### src/rtl/core/ewq_pkg.sv
// ----------------------------------------------------------------------------
// Event wait queue package
// Shared command and action codes, item types and the queue entry type.
// ----------------------------------------------------------------------------
package ewq_pkg;

	// Command codes of an input item.
	localparam logic [1:0] CMD_WAIT     = 2'd0;
	localparam logic [1:0] CMD_WAKE_ALL = 2'd1;
	localparam logic [1:0] CMD_WAKE_ONE = 2'd2;
	localparam logic [1:0] CMD_REMOVE   = 2'd3;

	// Action codes of a result item.
	localparam logic [1:0] ACT_NONE    = 2'd0;
	localparam logic [1:0] ACT_BLOCK   = 2'd1;
	localparam logic [1:0] ACT_UNBLOCK = 2'd2;
	localparam logic [1:0] ACT_RANGE   = 2'd3;

	// Depth of the queue between front and back.
	localparam int QDEPTH = 2;

	typedef struct packed {
		logic [1:0]  cmd;
		logic [4:0]  thread_id;
		logic [4:0]  event_id;
		logic [31:0] object_tag;
	} ewq_req_t;

	typedef struct packed {
		logic [1:0] action;
		logic [4:0] thread_out;
		logic       found;
		logic       last;
	} ewq_rsp_t;

	// Operation chosen by the front for the back to carry out.
	typedef enum logic [2:0] {
		OP_WAIT,
		OP_WAKE_ALL,
		OP_WAKE_ONE,
		OP_REMOVE,
		OP_REJECT
	} ewq_op_t;

	typedef struct packed {
		ewq_op_t     op;
		logic [1:0]  rej_action;
		logic [4:0]  thread_id;
		logic [4:0]  event_id;
		logic [31:0] object_tag;
	} ewq_entry_t;

endpackage

### src/rtl/core/ewq_front.sv
// ----------------------------------------------------------------------------
// Event wait queue front
// Checks the ranges of an incoming item and turns it into a queue entry.
// ----------------------------------------------------------------------------
module ewq_front import ewq_pkg::*; #(
	parameter int NUM_THREADS = 32,
	parameter int NUM_EVENTS  = 18
) (
	input  logic       req_valid,
	input  ewq_req_t   req,
	output logic       push,
	output ewq_entry_t entry
);

	logic ev_ok;
	logic ev_high;
	logic t_ok;

	// Range checks on the thread and event of the item.
	assign ev_ok   = (req.event_id != 5'd0) && (32'(req.event_id) <= NUM_EVENTS);
	assign ev_high = 32'(req.event_id) > NUM_EVENTS;
	assign t_ok    = 32'(req.thread_id) < NUM_THREADS;
	assign push    = req_valid;

	// Classify the item; anything rejected carries its result with it.
	always_comb begin
		entry.rej_action = ACT_NONE;
		entry.thread_id  = req.thread_id;
		entry.event_id   = req.event_id;
		entry.object_tag = req.object_tag;
		entry.op         = OP_REJECT;
		if (req.cmd == CMD_WAKE_ALL) begin
			if (ev_ok) begin
				entry.op = OP_WAKE_ALL;
			end else begin
				entry.rej_action = ACT_RANGE;
				entry.thread_id  = 5'd0;
			end
		end else if (!t_ok) begin
			entry.rej_action = (req.cmd == CMD_WAKE_ONE && !ev_ok) ? ACT_RANGE : ACT_NONE;
		end else begin
			unique case (req.cmd)
				CMD_WAIT: begin
					if (ev_high) entry.rej_action = ACT_RANGE;
					else entry.op = OP_WAIT;
				end
				CMD_WAKE_ONE: begin
					if (!ev_ok) entry.rej_action = ACT_RANGE;
					else entry.op = OP_WAKE_ONE;
				end
				default: begin
					entry.op = OP_REMOVE;
				end
			endcase
		end
	end

endmodule

### src/rtl/core/ewq_queue.sv
// ----------------------------------------------------------------------------
// Event wait queue entry FIFO
// Short queue that decouples the front from the back.
// ----------------------------------------------------------------------------
module ewq_queue import ewq_pkg::*; (
	input  logic       clk,
	input  logic       arst_n,
	input  logic       push,
	input  ewq_entry_t push_entry,
	output logic       full,
	output logic       pop_valid,
	output ewq_entry_t pop_entry,
	input  logic       pop
);

	localparam int PW = (QDEPTH > 1) ? $clog2(QDEPTH) : 1;
	localparam int CW = $clog2(QDEPTH + 1);

	ewq_entry_t     slot_q [QDEPTH];
	logic [PW-1:0]  wr_ptr_q;
	logic [PW-1:0]  rd_ptr_q;
	logic [CW-1:0]  count_q;
	logic           do_push;
	logic           do_pop;

	assign full      = count_q == CW'(QDEPTH);
	assign pop_valid = count_q != '0;
	assign pop_entry = slot_q[rd_ptr_q];
	assign do_push   = push && !full;
	assign do_pop    = pop && pop_valid;

	// Entry storage.
	always_ff @(posedge clk) begin
		if (do_push) slot_q[wr_ptr_q] <= push_entry;
	end

	// Pointers and fill count.
	always_ff @(posedge clk or negedge arst_n) begin
		if (!arst_n) begin
			wr_ptr_q <= '0;
			rd_ptr_q <= '0;
			count_q  <= '0;
		end else begin
			if (do_push) wr_ptr_q <= (wr_ptr_q == PW'(QDEPTH - 1)) ? '0 : wr_ptr_q + 1'b1;
			if (do_pop) rd_ptr_q <= (rd_ptr_q == PW'(QDEPTH - 1)) ? '0 : rd_ptr_q + 1'b1;
			if (do_push && !do_pop) count_q <= count_q + 1'b1;
			else if (do_pop && !do_push) count_q <= count_q - 1'b1;
		end
	end

endmodule

### src/rtl/core/ewq_back.sv
// ----------------------------------------------------------------------------
// Event wait queue back end
// Sequencer that keeps the per-event thread lists and produces results.
// ----------------------------------------------------------------------------
module ewq_back import ewq_pkg::*; #(
	parameter int NUM_THREADS = 32,
	parameter int NUM_EVENTS  = 18,
	parameter int TAG_BITS    = 32
) (
	input  logic       clk,
	input  logic       arst_n,
	input  logic       q_valid,
	input  ewq_entry_t q_entry,
	output logic       q_pop,
	output logic       rsp_valid,
	output ewq_rsp_t   rsp,
	input  logic       rsp_stall
);

	localparam int TIW = $clog2(NUM_THREADS);
	localparam int LW  = $clog2(NUM_THREADS + 1);
	localparam int EW  = (NUM_EVENTS > 1) ? $clog2(NUM_EVENTS) : 1;
	localparam int TW  = (TAG_BITS < 32) ? TAG_BITS : 32;
	localparam logic [LW-1:0] NIL = LW'(NUM_THREADS);

	typedef enum logic [2:0] {S_IDLE, S_RD, S_CHK, S_AP1, S_AP2, S_FIN} state_t;

	state_t         state_q;
	ewq_op_t        op_q;
	logic [4:0]     tid_q;
	logic [4:0]     ev_q;
	logic [EW-1:0]  e_q;
	logic [TW-1:0]  tag_q;
	logic [LW-1:0]  cur_q;
	logic           pend_v_q;
	logic [4:0]     pend_thr_q;
	ewq_rsp_t       res_q;
	logic           out_v_q;
	ewq_rsp_t       out_q;

	// Per-thread memories and their registered read data.
	logic [4:0]     ev_mem  [NUM_THREADS];
	logic [TW-1:0]  obj_mem [NUM_THREADS];
	logic [LW-1:0]  nxt_mem [NUM_THREADS];
	logic [LW-1:0]  prv_mem [NUM_THREADS];
	logic           vld_q   [NUM_THREADS];
	logic [4:0]     ev_rd_q;
	logic [TW-1:0]  obj_rd_q;
	logic [LW-1:0]  nxt_rd_q;
	logic [LW-1:0]  prv_rd_q;

	// Per-event list ends.
	logic [LW-1:0]  head_q [NUM_EVENTS];
	logic [LW-1:0]  tail_q [NUM_EVENTS];

	logic [TIW-1:0] rd_idx;
	logic [TIW-1:0] t_idx;
	logic [EW-1:0]  q_e;
	logic [EW-1:0]  ev_d_e;
	logic [LW-1:0]  tail_e;
	logic           out_free;
	logic           out_set;
	logic           match;
	logic           walk_hold;
	logic           unl_req;
	logic           unl;
	logic           ap1;
	logic           ap2;

	logic           nxt_we;
	logic [TIW-1:0] nxt_wa;
	logic [LW-1:0]  nxt_wd;
	logic           prv_we;
	logic [TIW-1:0] prv_wa;
	logic [LW-1:0]  prv_wd;
	logic           head_we;
	logic [EW-1:0]  head_wa;
	logic [LW-1:0]  head_wd;
	logic           tail_we;
	logic [EW-1:0]  tail_wa;
	logic [LW-1:0]  tail_wd;

	assign rd_idx    = cur_q[TIW-1:0];
	assign t_idx     = TIW'(tid_q);
	assign q_e       = EW'(q_entry.event_id - 5'd1);
	assign ev_d_e    = EW'(ev_rd_q - 5'd1);
	assign tail_e    = tail_q[e_q];
	assign out_free  = !out_v_q || !rsp_stall;
	assign match     = (obj_rd_q == '0) || (obj_rd_q == tag_q);
	assign walk_hold = (op_q == OP_WAKE_ALL) && match && pend_v_q && !out_free;
	assign q_pop     = (state_q == S_IDLE) && q_valid;
	assign rsp_valid = out_v_q;
	assign rsp       = out_q;

	// The output register is loaded at the end of an item or when a walk releases
	// a held-back wakeup.
	assign out_set = ((state_q == S_FIN) && out_free) ||
		((state_q == S_CHK) && (op_q == OP_WAKE_ALL) && !walk_hold && match && pend_v_q);

	// Decide whether the thread just read is taken off its list.
	always_comb begin
		case (op_q) inside
			OP_WAIT, OP_REMOVE: unl_req = 1'b1;
			OP_WAKE_ONE:        unl_req = ev_rd_q == ev_q;
			OP_WAKE_ALL:        unl_req = match && !walk_hold;
			default:            unl_req = 1'b0;
		endcase
	end

	assign unl = (state_q == S_CHK) && unl_req && (ev_rd_q != 5'd0);
	assign ap1 = (state_q == S_AP1) && (ev_q != 5'd0);
	assign ap2 = state_q == S_AP2;

	// Link write ports: unlink fixes the neighbours, append joins the tail.
	always_comb begin
		nxt_we  = 1'b0;
		nxt_wa  = prv_rd_q[TIW-1:0];
		nxt_wd  = nxt_rd_q;
		prv_we  = 1'b0;
		prv_wa  = nxt_rd_q[TIW-1:0];
		prv_wd  = prv_rd_q;
		head_we = 1'b0;
		head_wa = ev_d_e;
		head_wd = nxt_rd_q;
		tail_we = 1'b0;
		tail_wa = ev_d_e;
		tail_wd = prv_rd_q;
		if (unl) begin
			nxt_we  = prv_rd_q != NIL;
			head_we = prv_rd_q == NIL;
			prv_we  = nxt_rd_q != NIL;
			tail_we = nxt_rd_q == NIL;
		end else if (ap1) begin
			nxt_we = 1'b1;
			nxt_wa = t_idx;
			nxt_wd = NIL;
			prv_we = 1'b1;
			prv_wa = t_idx;
			prv_wd = tail_e;
		end else if (ap2) begin
			nxt_we  = tail_e != NIL;
			nxt_wa  = tail_e[TIW-1:0];
			nxt_wd  = LW'(tid_q);
			head_we = tail_e == NIL;
			head_wa = e_q;
			head_wd = LW'(tid_q);
			tail_we = 1'b1;
			tail_wa = e_q;
			tail_wd = LW'(tid_q);
		end
	end

	// Per-thread memories, one write and one registered read each.
	always_ff @(posedge clk) begin
		if (nxt_we) nxt_mem[nxt_wa] <= nxt_wd;
		if (prv_we) prv_mem[prv_wa] <= prv_wd;
		if (ap1) begin
			ev_mem[t_idx]  <= ev_q;
			obj_mem[t_idx] <= tag_q;
		end
		nxt_rd_q <= nxt_mem[rd_idx];
		prv_rd_q <= prv_mem[rd_idx];
		obj_rd_q <= obj_mem[rd_idx];
		ev_rd_q  <= vld_q[rd_idx] ? ev_mem[rd_idx] : 5'd0;
	end

	// Waiting flags: a thread not flagged waits on no event.
	always_ff @(posedge clk or negedge arst_n) begin
		if (!arst_n) begin
			for (int i = 0; i < NUM_THREADS; i++) vld_q[i] <= 1'b0;
		end else begin
			if (unl) vld_q[rd_idx] <= 1'b0;
			if (ap1) vld_q[t_idx] <= 1'b1;
		end
	end

	// List heads and tails.
	always_ff @(posedge clk or negedge arst_n) begin
		if (!arst_n) begin
			for (int i = 0; i < NUM_EVENTS; i++) begin
				head_q[i] <= NIL;
				tail_q[i] <= NIL;
			end
		end else begin
			if (head_we) head_q[head_wa] <= head_wd;
			if (tail_we) tail_q[tail_wa] <= tail_wd;
		end
	end

	// Sequencer with the output register.
	always_ff @(posedge clk or negedge arst_n) begin
		if (!arst_n) begin
			state_q    <= S_IDLE;
			op_q       <= OP_REJECT;
			tid_q      <= '0;
			ev_q       <= '0;
			e_q        <= '0;
			tag_q      <= '0;
			cur_q      <= '0;
			pend_v_q   <= 1'b0;
			pend_thr_q <= '0;
			res_q      <= '0;
			out_v_q    <= 1'b0;
			out_q      <= '0;
		end else begin
			out_v_q <= out_set || (out_v_q && rsp_stall);
			unique case (state_q)
				S_IDLE: begin
					if (q_valid) begin
						op_q     <= q_entry.op;
						tid_q    <= q_entry.thread_id;
						ev_q     <= q_entry.event_id;
						e_q      <= q_e;
						tag_q    <= TW'(q_entry.object_tag);
						pend_v_q <= 1'b0;
						if (q_entry.op == OP_REJECT) begin
							res_q   <= '{q_entry.rej_action, q_entry.thread_id, 1'b0, 1'b1};
							state_q <= S_FIN;
						end else if (q_entry.op == OP_WAKE_ALL) begin
							if (head_q[q_e] == NIL) begin
								res_q   <= '{ACT_NONE, 5'd0, 1'b0, 1'b1};
								state_q <= S_FIN;
							end else begin
								cur_q   <= head_q[q_e];
								state_q <= S_RD;
							end
						end else begin
							cur_q   <= LW'(q_entry.thread_id);
							state_q <= S_RD;
						end
					end
				end
				S_RD: begin
					state_q <= S_CHK;
				end
				S_CHK: begin
					unique case (op_q)
						OP_WAIT: begin
							state_q <= S_AP1;
						end
						OP_REMOVE: begin
							res_q   <= '{ACT_NONE, tid_q, 1'b0, 1'b1};
							state_q <= S_FIN;
						end
						OP_WAKE_ONE: begin
							if (ev_rd_q == ev_q) res_q <= '{ACT_UNBLOCK, tid_q, 1'b1, 1'b1};
							else res_q <= '{ACT_NONE, tid_q, 1'b0, 1'b1};
							state_q <= S_FIN;
						end
						OP_WAKE_ALL: begin
							if (!walk_hold) begin
								// A new match releases the one held back, not yet last.
								if (match) begin
									if (pend_v_q) begin
										out_q <= '{ACT_UNBLOCK, pend_thr_q, 1'b0, 1'b0};
									end
									pend_v_q   <= 1'b1;
									pend_thr_q <= 5'(cur_q);
								end
								cur_q <= nxt_rd_q;
								if (nxt_rd_q == NIL) begin
									if (match) res_q <= '{ACT_UNBLOCK, 5'(cur_q), 1'b0, 1'b1};
									else if (pend_v_q) res_q <= '{ACT_UNBLOCK, pend_thr_q, 1'b0, 1'b1};
									else res_q <= '{ACT_NONE, 5'd0, 1'b0, 1'b1};
									state_q <= S_FIN;
								end else begin
									state_q <= S_RD;
								end
							end
						end
						default: begin
							state_q <= S_FIN;
						end
					endcase
				end
				S_AP1: begin
					res_q <= '{ACT_BLOCK, tid_q, 1'b0, 1'b1};
					state_q <= (ev_q == 5'd0) ? S_FIN : S_AP2;
				end
				S_AP2: begin
					state_q <= S_FIN;
				end
				S_FIN: begin
					if (out_free) begin
						out_q   <= res_q;
						state_q <= S_IDLE;
					end
				end
				default: begin
					state_q <= S_IDLE;
				end
			endcase
		end
	end

endmodule

### src/rtl/core/event_wait_queue_unit_core.sv
// ----------------------------------------------------------------------------
// Event wait queue unit
// Per-event FIFO lists of waiting threads with wait, wake and remove.
// ----------------------------------------------------------------------------
//  Channel | Handshake                 | Payload
//  req     | req_valid / req_stall     | ewq_req_t: cmd, thread_id, event_id, object_tag
//  rsp     | rsp_valid / rsp_stall     | ewq_rsp_t: action, thread_out, found, last
//
// A wake-all walks the list of its event from the head; each step reads the
// link memories through their single registered read port.
// Reset clears the list ends and waiting flags at once; no clearing pass is run.
// A two-entry queue lets items arrive while the sequencer or the output stalls.
// ----------------------------------------------------------------------------
module event_wait_queue_unit_core import ewq_pkg::*; #(
	parameter int NUM_THREADS = 32,
	parameter int NUM_EVENTS  = 18,
	parameter int TAG_BITS    = 32
) (
	input  logic     clk,
	input  logic     arst_n,
	input  logic     req_valid,
	output logic     req_stall,
	input  ewq_req_t req,
	output logic     rsp_valid,
	input  logic     rsp_stall,
	output ewq_rsp_t rsp
);

	logic       push;
	ewq_entry_t push_entry;
	logic       full;
	logic       q_valid;
	ewq_entry_t q_entry;
	logic       q_pop;

	assign req_stall = full;

	ewq_front #(
		.NUM_THREADS(NUM_THREADS),
		.NUM_EVENTS (NUM_EVENTS)
	) u_front (
		.req_valid(req_valid),
		.req      (req),
		.push     (push),
		.entry    (push_entry)
	);

	ewq_queue u_queue (
		.clk       (clk),
		.arst_n    (arst_n),
		.push      (push),
		.push_entry(push_entry),
		.full      (full),
		.pop_valid (q_valid),
		.pop_entry (q_entry),
		.pop       (q_pop)
	);

	ewq_back #(
		.NUM_THREADS(NUM_THREADS),
		.NUM_EVENTS (NUM_EVENTS),
		.TAG_BITS   (TAG_BITS)
	) u_back (
		.clk      (clk),
		.arst_n   (arst_n),
		.q_valid  (q_valid),
		.q_entry  (q_entry),
		.q_pop    (q_pop),
		.rsp_valid(rsp_valid),
		.rsp      (rsp),
		.rsp_stall(rsp_stall)
	);

	// A found flag only ever comes with a final unblock.
	a_found_unblock: assert property (@(posedge clk) disable iff (!arst_n)
		rsp_valid && rsp.found |-> rsp.action == ACT_UNBLOCK && rsp.last)
		else $error("found set on a result that is not a final unblock");

	// Block, range and no-op results close their item.
	a_single_last: assert property (@(posedge clk) disable iff (!arst_n)
		rsp_valid && rsp.action != ACT_UNBLOCK |-> rsp.last)
		else $error("non-unblock result without last");

	// The queue is popped only when it holds an entry.
	a_pop_valid: assert property (@(posedge clk) disable iff (!arst_n)
		q_pop |-> q_valid)
		else $error("queue popped while empty");

endmodule
### config.mk
export PLATFORM = sky130hd
export DESIGN_NAME = event_wait_queue_unit_core
export DESIGN_NICKNAME = d
export VERILOG_FILES = /design/src/rtl/core/ewq_pkg.sv /design/src/rtl/core/ewq_front.sv /design/src/rtl/core/ewq_queue.sv /design/src/rtl/core/ewq_back.sv /design/src/rtl/core/event_wait_queue_unit_core.sv
export SDC_FILE = /design/constraint.sdc
export NUM_CORES = 2
export LEC_CHECK = 0
export CORE_ASPECT_RATIO = 0.6
export CORE_MARGIN = 10
export CORE_UTILIZATION = 60
export DETAILED_ROUTE_END_ITERATION = 10
export DONT_BUFFER_PORTS = 1
export GPL_ROUTABILITY_DRIVEN = 0
export MAX_ROUTING_LAYER = met4
export PLACE_DENSITY = 0.78
export SLEW_MARGIN = 5
export SYNTH_ARGS = -nofsm -noshare
export SYNTH_HDL_FRONTEND = slang
export SYNTH_SLANG_ARGS = --single-unit
### constraint.sdc
create_clock -name clk -period 5.6 [get_ports clk]
set_clock_uncertainty 0.2 [all_clocks]
set_input_delay 0.56 -clock clk [delete_from_list [all_inputs] [get_ports clk]]
set_output_delay 0.56 -clock clk [all_outputs]
set_load 0.02 [all_outputs]
## Word-level counts from Yosys, hierarchy flattened

Memories as Yosys holds them, arrays and structs flattened. A register that Yosys moved wholly into a read port is not among the register bits.
Index checks and enable logic that the tools add are counted.

- Logic and storage cells: 320
- Register bits: 335
- Memories: 5
- Bits of input ports: 48
- Output and inout bits: 11
- Memory bits (writable): 1662

- Order comparisons: 10
- Multiplexer cells: 111
- Equality and inequality tests: 35
- Bitwise operators: 9
- Reductions and logical operators: 55
- $add $sub $neg: 6

Memories:

| memory | depth | bits a word | read ports | clocked after memory_dff | write ports | RTL line | RTL |
|---|---|---|---|---|---|---|---|
| u_back.obj_mem | 32 | 32 | 1 | 1 | 1 | ewq_back.sv:43 | `logic [TW-1:0] obj_mem [NUM_THREADS];` |
| u_back.nxt_mem | 32 | 6 | 1 | 1 | 1 | ewq_back.sv:44 | `logic [LW-1:0] nxt_mem [NUM_THREADS];` |
| u_back.prv_mem | 32 | 6 | 1 | 1 | 1 | ewq_back.sv:45 | `logic [LW-1:0] prv_mem [NUM_THREADS];` |
| u_back.ev_mem | 32 | 5 | 1 | 1 | 1 | ewq_back.sv:42 | `logic [4:0] ev_mem [NUM_THREADS];` |
| u_queue.slot_q | 2 | 47 | 1 | 0 | 1 | ewq_queue.sv:19 | `ewq_entry_t slot_q [QDEPTH];` |

Operator list:

| cell | number |
|---|---|
| $bwmux W108 | 2 |
| $mux W9 | 14 |
| $mux W6 | 15 |
| $mux W5 | 16 |
| $mux W32 | 2 |
| $bmux W6 S5 | 2 |
| $pmux W9 S3 | 2 |
| $and A32 B32 Y32 | 1 |
| $eq A32 B32 Y1 | 1 |
| $logic_not A32 Y1 | 1 |
| $mux W1 | 32 |
| $not A32 Y32 | 1 |
| $or A32 B32 Y32 | 1 |
| $demux W6 S5 | 1 |
| $ge A6 B6 Y1 const B | 5 |
| $mux W3 | 10 |
| $not A5 Y6 | 5 |
| $eq A6 B6 Y1 const B | 4 |
| $logic_and A1 B1 Y1 | 22 |
| $lt A6 B1 Y1 const B | 3 |
| $ne A6 B6 Y1 const B | 3 |
| $pmux W3 S6 | 1 |
| $pmux W9 S2 | 1 |
| $ne A3 B3 Y1 const B | 5 |
| other kinds (39) | 76 |

## Logic depth before layout (Yosys ltp)

- Depth in word-level cells: 19
- Depth in mapped cells: 16
- Gate-level depth less buffers: 12

## Modules after synthesis

A second synthesis with hierarchy kept.

- Cell total of the unflattened synthesis: 4113
- Area, all modules: 80536.0 um^2

Modules (own cells, without submodules):

| module | cells an instance | area each (um^2) | times used |
|---|---|---|---|
| ewq_back | 3892 | 76449.6 | 1 |
| ewq_queue | 165 | 3668.5 | 1 |
| ewq_front | 56 | 417.9 | 1 |

## Worst setup path after synthesis

Ideal clock, no wire load.

- Path kind: reg-to-reg
- Start point: reg u_queue.rd_ptr_q
- End point: reg u_back.res_q[2] (netlist name)
- Data required time: 5.275 ns
- Data arrival time: 4.126 ns
- Cell stages (with the launch flop): 16
- Library setup time: 0.125 ns
- Setup slack: 1.149 ns
- Path through: dfrtp_1 buf_4 buf_1 clkbuf_1 mux2i_1 ha_1 clkbuf_1 clkbuf_1 mux4_2 mux2i_1 o32ai_1 a31oi_1 and4_1 a21oi_2 a21oi_2 mux2_2

- Word-level cells in the longest chain between the ends: 9
- Elaborated cells between the ends (all ways): 15

Ends and longest elaborated chain:

| element | RTL line | RTL |
|---|---|---|
| start, declared | ewq_queue.sv:21 | `logic [PW-1:0] rd_ptr_q;` |
| start signal, assigned | ewq_queue.sv:45 | `if (do_pop) rd_ptr_q <= (rd_ptr_q == PW'(QDEPTH - 1)) ? '0 : rd_ptr_q + 1'b1;` |
| $mem_v2 Z2 W47 (*) | n/a |  |
| $sub A5 B1 Y5 | ewq_back.sv:85 | `assign q_e = EW'(q_entry.event_id - 5'd1);` |
| $not A5 Y6 (implied by the code) | ewq_back.sv:220 | `if (head_q[q_e] == NIL) begin` |
| $bmux W6 S5 | ewq_back.sv:220 |  |
| $mux W6 (implied by the code) (2 in series) | ewq_back.sv:220 |  |
| $eq A6 B6 Y1 | ewq_back.sv:220 |  |
| $ne A3 B3 Y1 (no source line) | n/a |  |
| $reduce_and A7 Y1 (no source line) | n/a |  |
| end signal, assigned | ewq_back.sv:217 | `res_q <= '{q_entry.rej_action, q_entry.thread_id, 1'b0, 1'b1};` |
| end signal, assigned | ewq_back.sv:221 | `res_q <= '{ACT_NONE, 5'd0, 1'b0, 1'b1};` |
| end signal, assigned | ewq_back.sv:242 | `res_q <= '{ACT_NONE, tid_q, 1'b0, 1'b1};` |
| end, declared | ewq_back.sv:37 | `ewq_rsp_t res_q;` |

Every way passes the cells marked *; elsewhere a longest branch is shown, timed or not. The select of a mux whose other input is x is not followed.
A chain may end at the register's enable or synchronous reset.

## Worst setup path in the final report

- Start point: reg u_back.tag_q[30]
- End point: mem u_back.prv_mem[2][3] (netlist name) (enable)

- Word-level cells in the longest chain between the ends: 15
- Elaborated cells between the ends (all ways): 16

Ends and longest elaborated chain:

| element | RTL line | RTL |
|---|---|---|
| start, declared | ewq_back.sv:33 | `logic [TW-1:0] tag_q;` |
| start signal, assigned | ewq_back.sv:214 | `tag_q <= TW'(q_entry.object_tag);` |
| $eq A32 B32 Y1 (*) | ewq_back.sv:89 | `assign match = (obj_rd_q == '0) \|\| (obj_rd_q == tag_q);` |
| $logic_or A1 B1 Y1 (*) | ewq_back.sv:89 |  |
| $logic_and A1 B1 Y1 (3 in series) | ewq_back.sv:90 | `assign walk_hold = (op_q == OP_WAKE_ALL) && match && pend_v_q && !out_free;` |
| $logic_not A1 Y1 | ewq_back.sv:105 | `OP_WAKE_ALL: unl_req = match && !walk_hold;` |
| $logic_and A1 B1 Y1 (*) | ewq_back.sv:105 |  |
| $mux W1 (*) (3 in series) | ewq_back.sv:102 | `case (op_q) inside` |
| $logic_and A1 B1 Y1 (*) (2 in series) | ewq_back.sv:110 | `assign unl = (state_q == S_CHK) && unl_req && (ev_rd_q != 5'd0);` |
| $mux W1 | ewq_back.sv:128 | `if (unl) begin` |
| $mux W1 | ewq_back.sv:156 | `if (prv_we) prv_mem[prv_wa] <= prv_wd;` |
| $mux W1 (implied by the code) | ewq_back.sv:156 |  |
| end, declared | ewq_back.sv:45 |  |

Every way passes the cells marked *; elsewhere a longest branch is shown, timed or not.

==> run_results.csv <==
group,metric,value,unit
outcome,outcome,"finished with violations",
outcome,failing_checks,"negative hold slack",
global_routing,grt_pass1_wl,304.7,mm
power_and_ir_drop,max-vdd-ir-drop,0.4751,mV
worst_setup_path,worstSetupEndpointType,"flip-flop",
final_layout,most_frequent_cells_in_the_layout,"1,658 x sky130_fd_sc_hd__edfxtp_1, 436 x sky130_fd_sc_hd__mux4_2, 294 x sky130_fd_sc_hd__dfrtp_1",
clock_network,cts.clk_slew.worst_paths,0.07,ns
final_layout,multi_input_area,20080,um^2
worst_setup_path,crit_path_top_delay_cell,"sky130_fd_sc_hd__dfrtp_1",
route,avgRoutedWirePerCell,33.66,um
logic_synthesis,synth_enable_flop_cells,1658,
route,drt_drc_violations_left,0,
route,routed_via_density,6.986,
logic_synthesis,synth-async-reset-ratio,16.41,%
sta,grt_setup_unrepaired,"no",
clock_network,clockRootBuffer,"sky130_fd_sc_hd__clkbuf_16",
clock_network,cts_setup_buffers,0,
clock_network,clock_buffer_count_from_cts,173,
sta,timing.max_slew.rel_slack,9.784,%
floorplanning,die_height,302.8,um
floorplanning,placement_rows,103,
logic_synthesis,synthesis.area_per_instance,19.41,um^2
worst_setup_path,cp_data_arrival_time,5.71,ns
global_routing,vias_in_the_first_global_route,43000,
sta,timing.final.hold_violations,335,
worst_setup_path,crit_path_max_fanout,34,
logic_synthesis,syn_inst,4119,
placement,place_hpwl,118.4,mm
logic_synthesis,ys_ff_latch,2042,
floorplanning,coreArea,132000,um^2
placement,buffer_ports.inserted,0,
logic_synthesis,synthFlopType,"sky130_fd_sc_hd__edfxtp_1",
route,final_antenna_net_count,0,
sta,final_min_period_over_clock_period,96.03,%
floorplanning,ioPinCount,59,
power_and_ir_drop,seq_power_share,44.9,%
floorplanning,die-area,148700,um^2
clock_network,clock_tree.buffer_depth,3,
route,vias,43770,
clock_network,cts_tree,"done",
global_routing,initial_antenna_violation_count,2,
worst_setup_path,cp.required,5.93,ns
logic_synthesis,synth_seq_area_share,74.04,%
clock_network,tritoncts_num_sinks,2042,
final_layout,final_antenna_diode_count,0,
sta,finalSetupViolations,0,
sta,tightest_pin_transition,1.343,ns
final_layout,final_nets,4382,
sta,report.final.slew_viol_count,0,
clock_network,worstSkewPairLatency,0.82,ns
route,drt-initial-drc-count,7401,
sta,holdWs,-0.7456,ns
final_layout,filler_cell_count,7985,
sta,final.min_clock_period,5.378,ns
worst_setup_path,delay_of_the_slowest_cell_on_the_worst_path,1.04,ns
power_and_ir_drop,power_density,525.6,nW/um^2
final_layout,layout_commonest_cell,"sky130_fd_sc_hd__edfxtp_1",
clock_network,total_of_hold_buffers_inserted_after_clock_tree_synthesis,47,
sta,maxClockFrequency,186.0,MHz
power_and_ir_drop,share_comb_of_total_power,29.4,%
floorplanning,die_width,491.3,um
logic_synthesis,synth_cell_type_count,79,
floorplanning,initial_utilization,60.59,%
power_and_ir_drop,power.switching_fraction,33.36,%
route,drt_first_pass_iters,6,
route,drt_wl_total,210.9,mm
global_routing,gr-total-overflow,0,
final_layout,layout_overhead_on_the_synthesized_area,12.00,%
worst_setup_path,ff2ff_path_depth,12,
worst_setup_path,setup.worst_path.start_class,"flip-flop",
global_routing,maximum_number_of_pins_on_one_net_before_global_route_repair,336,
run,max_cap_violations,0,
worst_hold_path,timing.hold.worst.class,"input port to asynchronous set/reset pin",
power_and_ir_drop,clockPowerShare,25.7,%
global_routing,overall_track_demand_over_capacity_in_global_routing,29.08,%
power_and_ir_drop,leakagePower,30.12,nW
sta,fin_setup_tns,0,ns
worst_setup_path,timing_worst_setup_path_type,"flip-flop to flip-flop",
final_layout,area.sequential,59210,um^2
power_and_ir_drop,total_power,0.04707,W
logic_synthesis,synth_nets,4170,
power_and_ir_drop,power_report.internal_total,0.03136,W
worst_setup_path,worstPathCellList,"xnor2_1 > nand4_1 > nor4_1 > a21oi_1 > buf_4 > o21ai_0 > buf_4 > and3_1 > a22o_1 > o21ai_0 > nor2_1 > buf_4",
logic_synthesis,synth.cell_area,79960,um^2
power_and_ir_drop,netSwitchingPower,0.01570,W
clock_network,cts_max_level,4,
worst_setup_path,critical-path-top-cell-by-count,"sky130_fd_sc_hd__buf_4",
logic_synthesis,synth-warning-count,0,
clock_network,cts_repair_resize_count,0,
final_layout,final_layout_size_suffix_gt1_share,28.91,%
stage by stage:
step | area (um^2) | setup WS (ns) | std cells | util (%)
6_report | 89550 | 0.2224 | 6265 | 67.86
3_3_place_gp | 83420 | 0.7679 | 5892 | 63.21
3_5_place_dp | 83420 | 0.6845 | 5892 | 63.21
2_1_floorplan | 79960 | 1.149 | 4119 | -
4_1_cts | 89530 | 0.6426 | 6263 | 67.84
5_1_grt | 89550 | 0.1370 | 6265 | 67.86
cells in the mapped netlist, types with 9 or more instances:
library cell               instances  area (um^2)
sky130_fd_sc_hd__nand2b_1         11        68.82
sky130_fd_sc_hd__and2_1           19        118.9
sky130_fd_sc_hd__nand4_1          57        356.6
sky130_fd_sc_hd__a31oi_1          30        187.7
sky130_fd_sc_hd__xnor2_1          42        367.9
sky130_fd_sc_hd__edfxtp_1       1658        49790
sky130_fd_sc_hd__buf_1            58        217.7
sky130_fd_sc_hd__dfstp_2          37        972.2
sky130_fd_sc_hd__mux4_2          436         9819
sky130_fd_sc_hd__nand2_1         171        641.9
sky130_fd_sc_hd__nor2b_1          10        62.56
sky130_fd_sc_hd__nand3_1          21        105.1
sky130_fd_sc_hd__clkbuf_1        164        615.6
sky130_fd_sc_hd__dfxtp_1          49        980.9
sky130_fd_sc_hd__nor2_1          148        555.5
sky130_fd_sc_hd__a21oi_1          20        100.1
sky130_fd_sc_hd__dfrtp_1         298         7457
sky130_fd_sc_hd__mux2_2          227         2556
sky130_fd_sc_hd__nor3_1           25        125.1
sky130_fd_sc_hd__mux2_4           13        195.2
sky130_fd_sc_hd__inv_1            16        60.06
sky130_fd_sc_hd__a221oi_1         11        96.34
sky130_fd_sc_hd__or3_1            19        118.9
sky130_fd_sc_hd__nor4_1           11        68.82
sky130_fd_sc_hd__nand3b_1         10        75.07
sky130_fd_sc_hd__mux2i_1          84        840.8
sky130_fd_sc_hd__a22oi_1         189         1419
sky130_fd_sc_hd__or2_2             9        56.30
sky130_fd_sc_hd__o21ai_0         140        700.7
path summary, 6_finish.rpt:
check                                 start  slack (ns)              endpoint
max in group asynchronous            arst_n        5.07      u_queue.rd_ptr_q
hold / removal                       arst_n       -0.75     u_back.tail_q[38]
setup reg to reg           u_back.tag_q[30]        0.22  u_back.prv_mem[2][3]
setup / recovery           u_back.tag_q[30]        0.22  u_back.prv_mem[2][3]
hold reg to reg             u_back.res_q[0]        0.27       u_back.res_q[0]
min in group clk                  rsp_stall        0.07         u_back.rsp[2]
layer usage:
| metal | wire length (um) | global-route usage (%) | vias to the layer above | part of all wire [%] |
|---|---|---|---|---|
| li1 | - | - | 17160 | - |
| met3 | 33580 | 10.06 | 409 | 16 |
| met5 | 0 | - | - | 0 |
| met2 | 90900 | 39.75 | 3576 | 43 |
| met1 | 81310 | 42.37 | 22630 | 39 |
| met4 | 5120 | 7.088 | 0 | 2.4 |
sequential cells by signal, indices dropped and copies added, names as in the netlist, 90 cells and up:
register        count
u_back.nxt_mem    192
u_queue.slot_q     90
u_back.prv_mem    192
u_back.head_q     108
u_back.obj_mem   1024
u_back.tail_q     108
u_back.ev_mem     160
power by group through the flow:
stage	Clock [W]	Combinational [W]	Sequential, W
floorplan	0	0.00862	0.0210
global placement	0	0.0131	0.0213
detailed placement	0	0.0134	0.0213
CTS	0.0121	0.0135	0.0211
global route	0.0127	0.0147	0.0213
finish	0.0121	0.0139	0.0211
kinds of logic (layout without fill, tap and decap cells):
kind of cell | after synthesis | after routing | share of synthesized area, %
buffers and inverters | 255 | 616 | 1.280
XOR/XNOR | 47 | 47 | 0.5148
AND/OR/NAND/NOR | 547 | 547 | 3.313
flip-flops | 2042 | 2042 | 74.04
AO/OA/AOI/OAI | 462 | 462 | 3.942
adder cells (fa/ha/maj) | 3 | 3 | 0.04695
multiplexers | 763 | 763 | 16.86
critical path, delay by kind of cell (launching register included):
family / cells / cell delay [ns]
AO/OA/AOI/OAI: 4 / 1.32
buffers and inverters: 3 / 0.65
flip-flops: 1 / 1.04
XOR/XNOR: 1 / 0.25
AND/OR/NAND/NOR: 4 / 1.59
layout make-up:
type / instances / share of cell area, %
flip-flops and latches: 2042 / 66.12
multi-input cells: 1822 / 22.42
clock buffers: 244 / 5.417
repair buffers: 275 / 2.590
well taps: 1785 / 2.494
clock inverters: 80 / 0.8817
inverters: 17 / 0.07126
No activity file was read; power rests on OpenSTA's default activity.
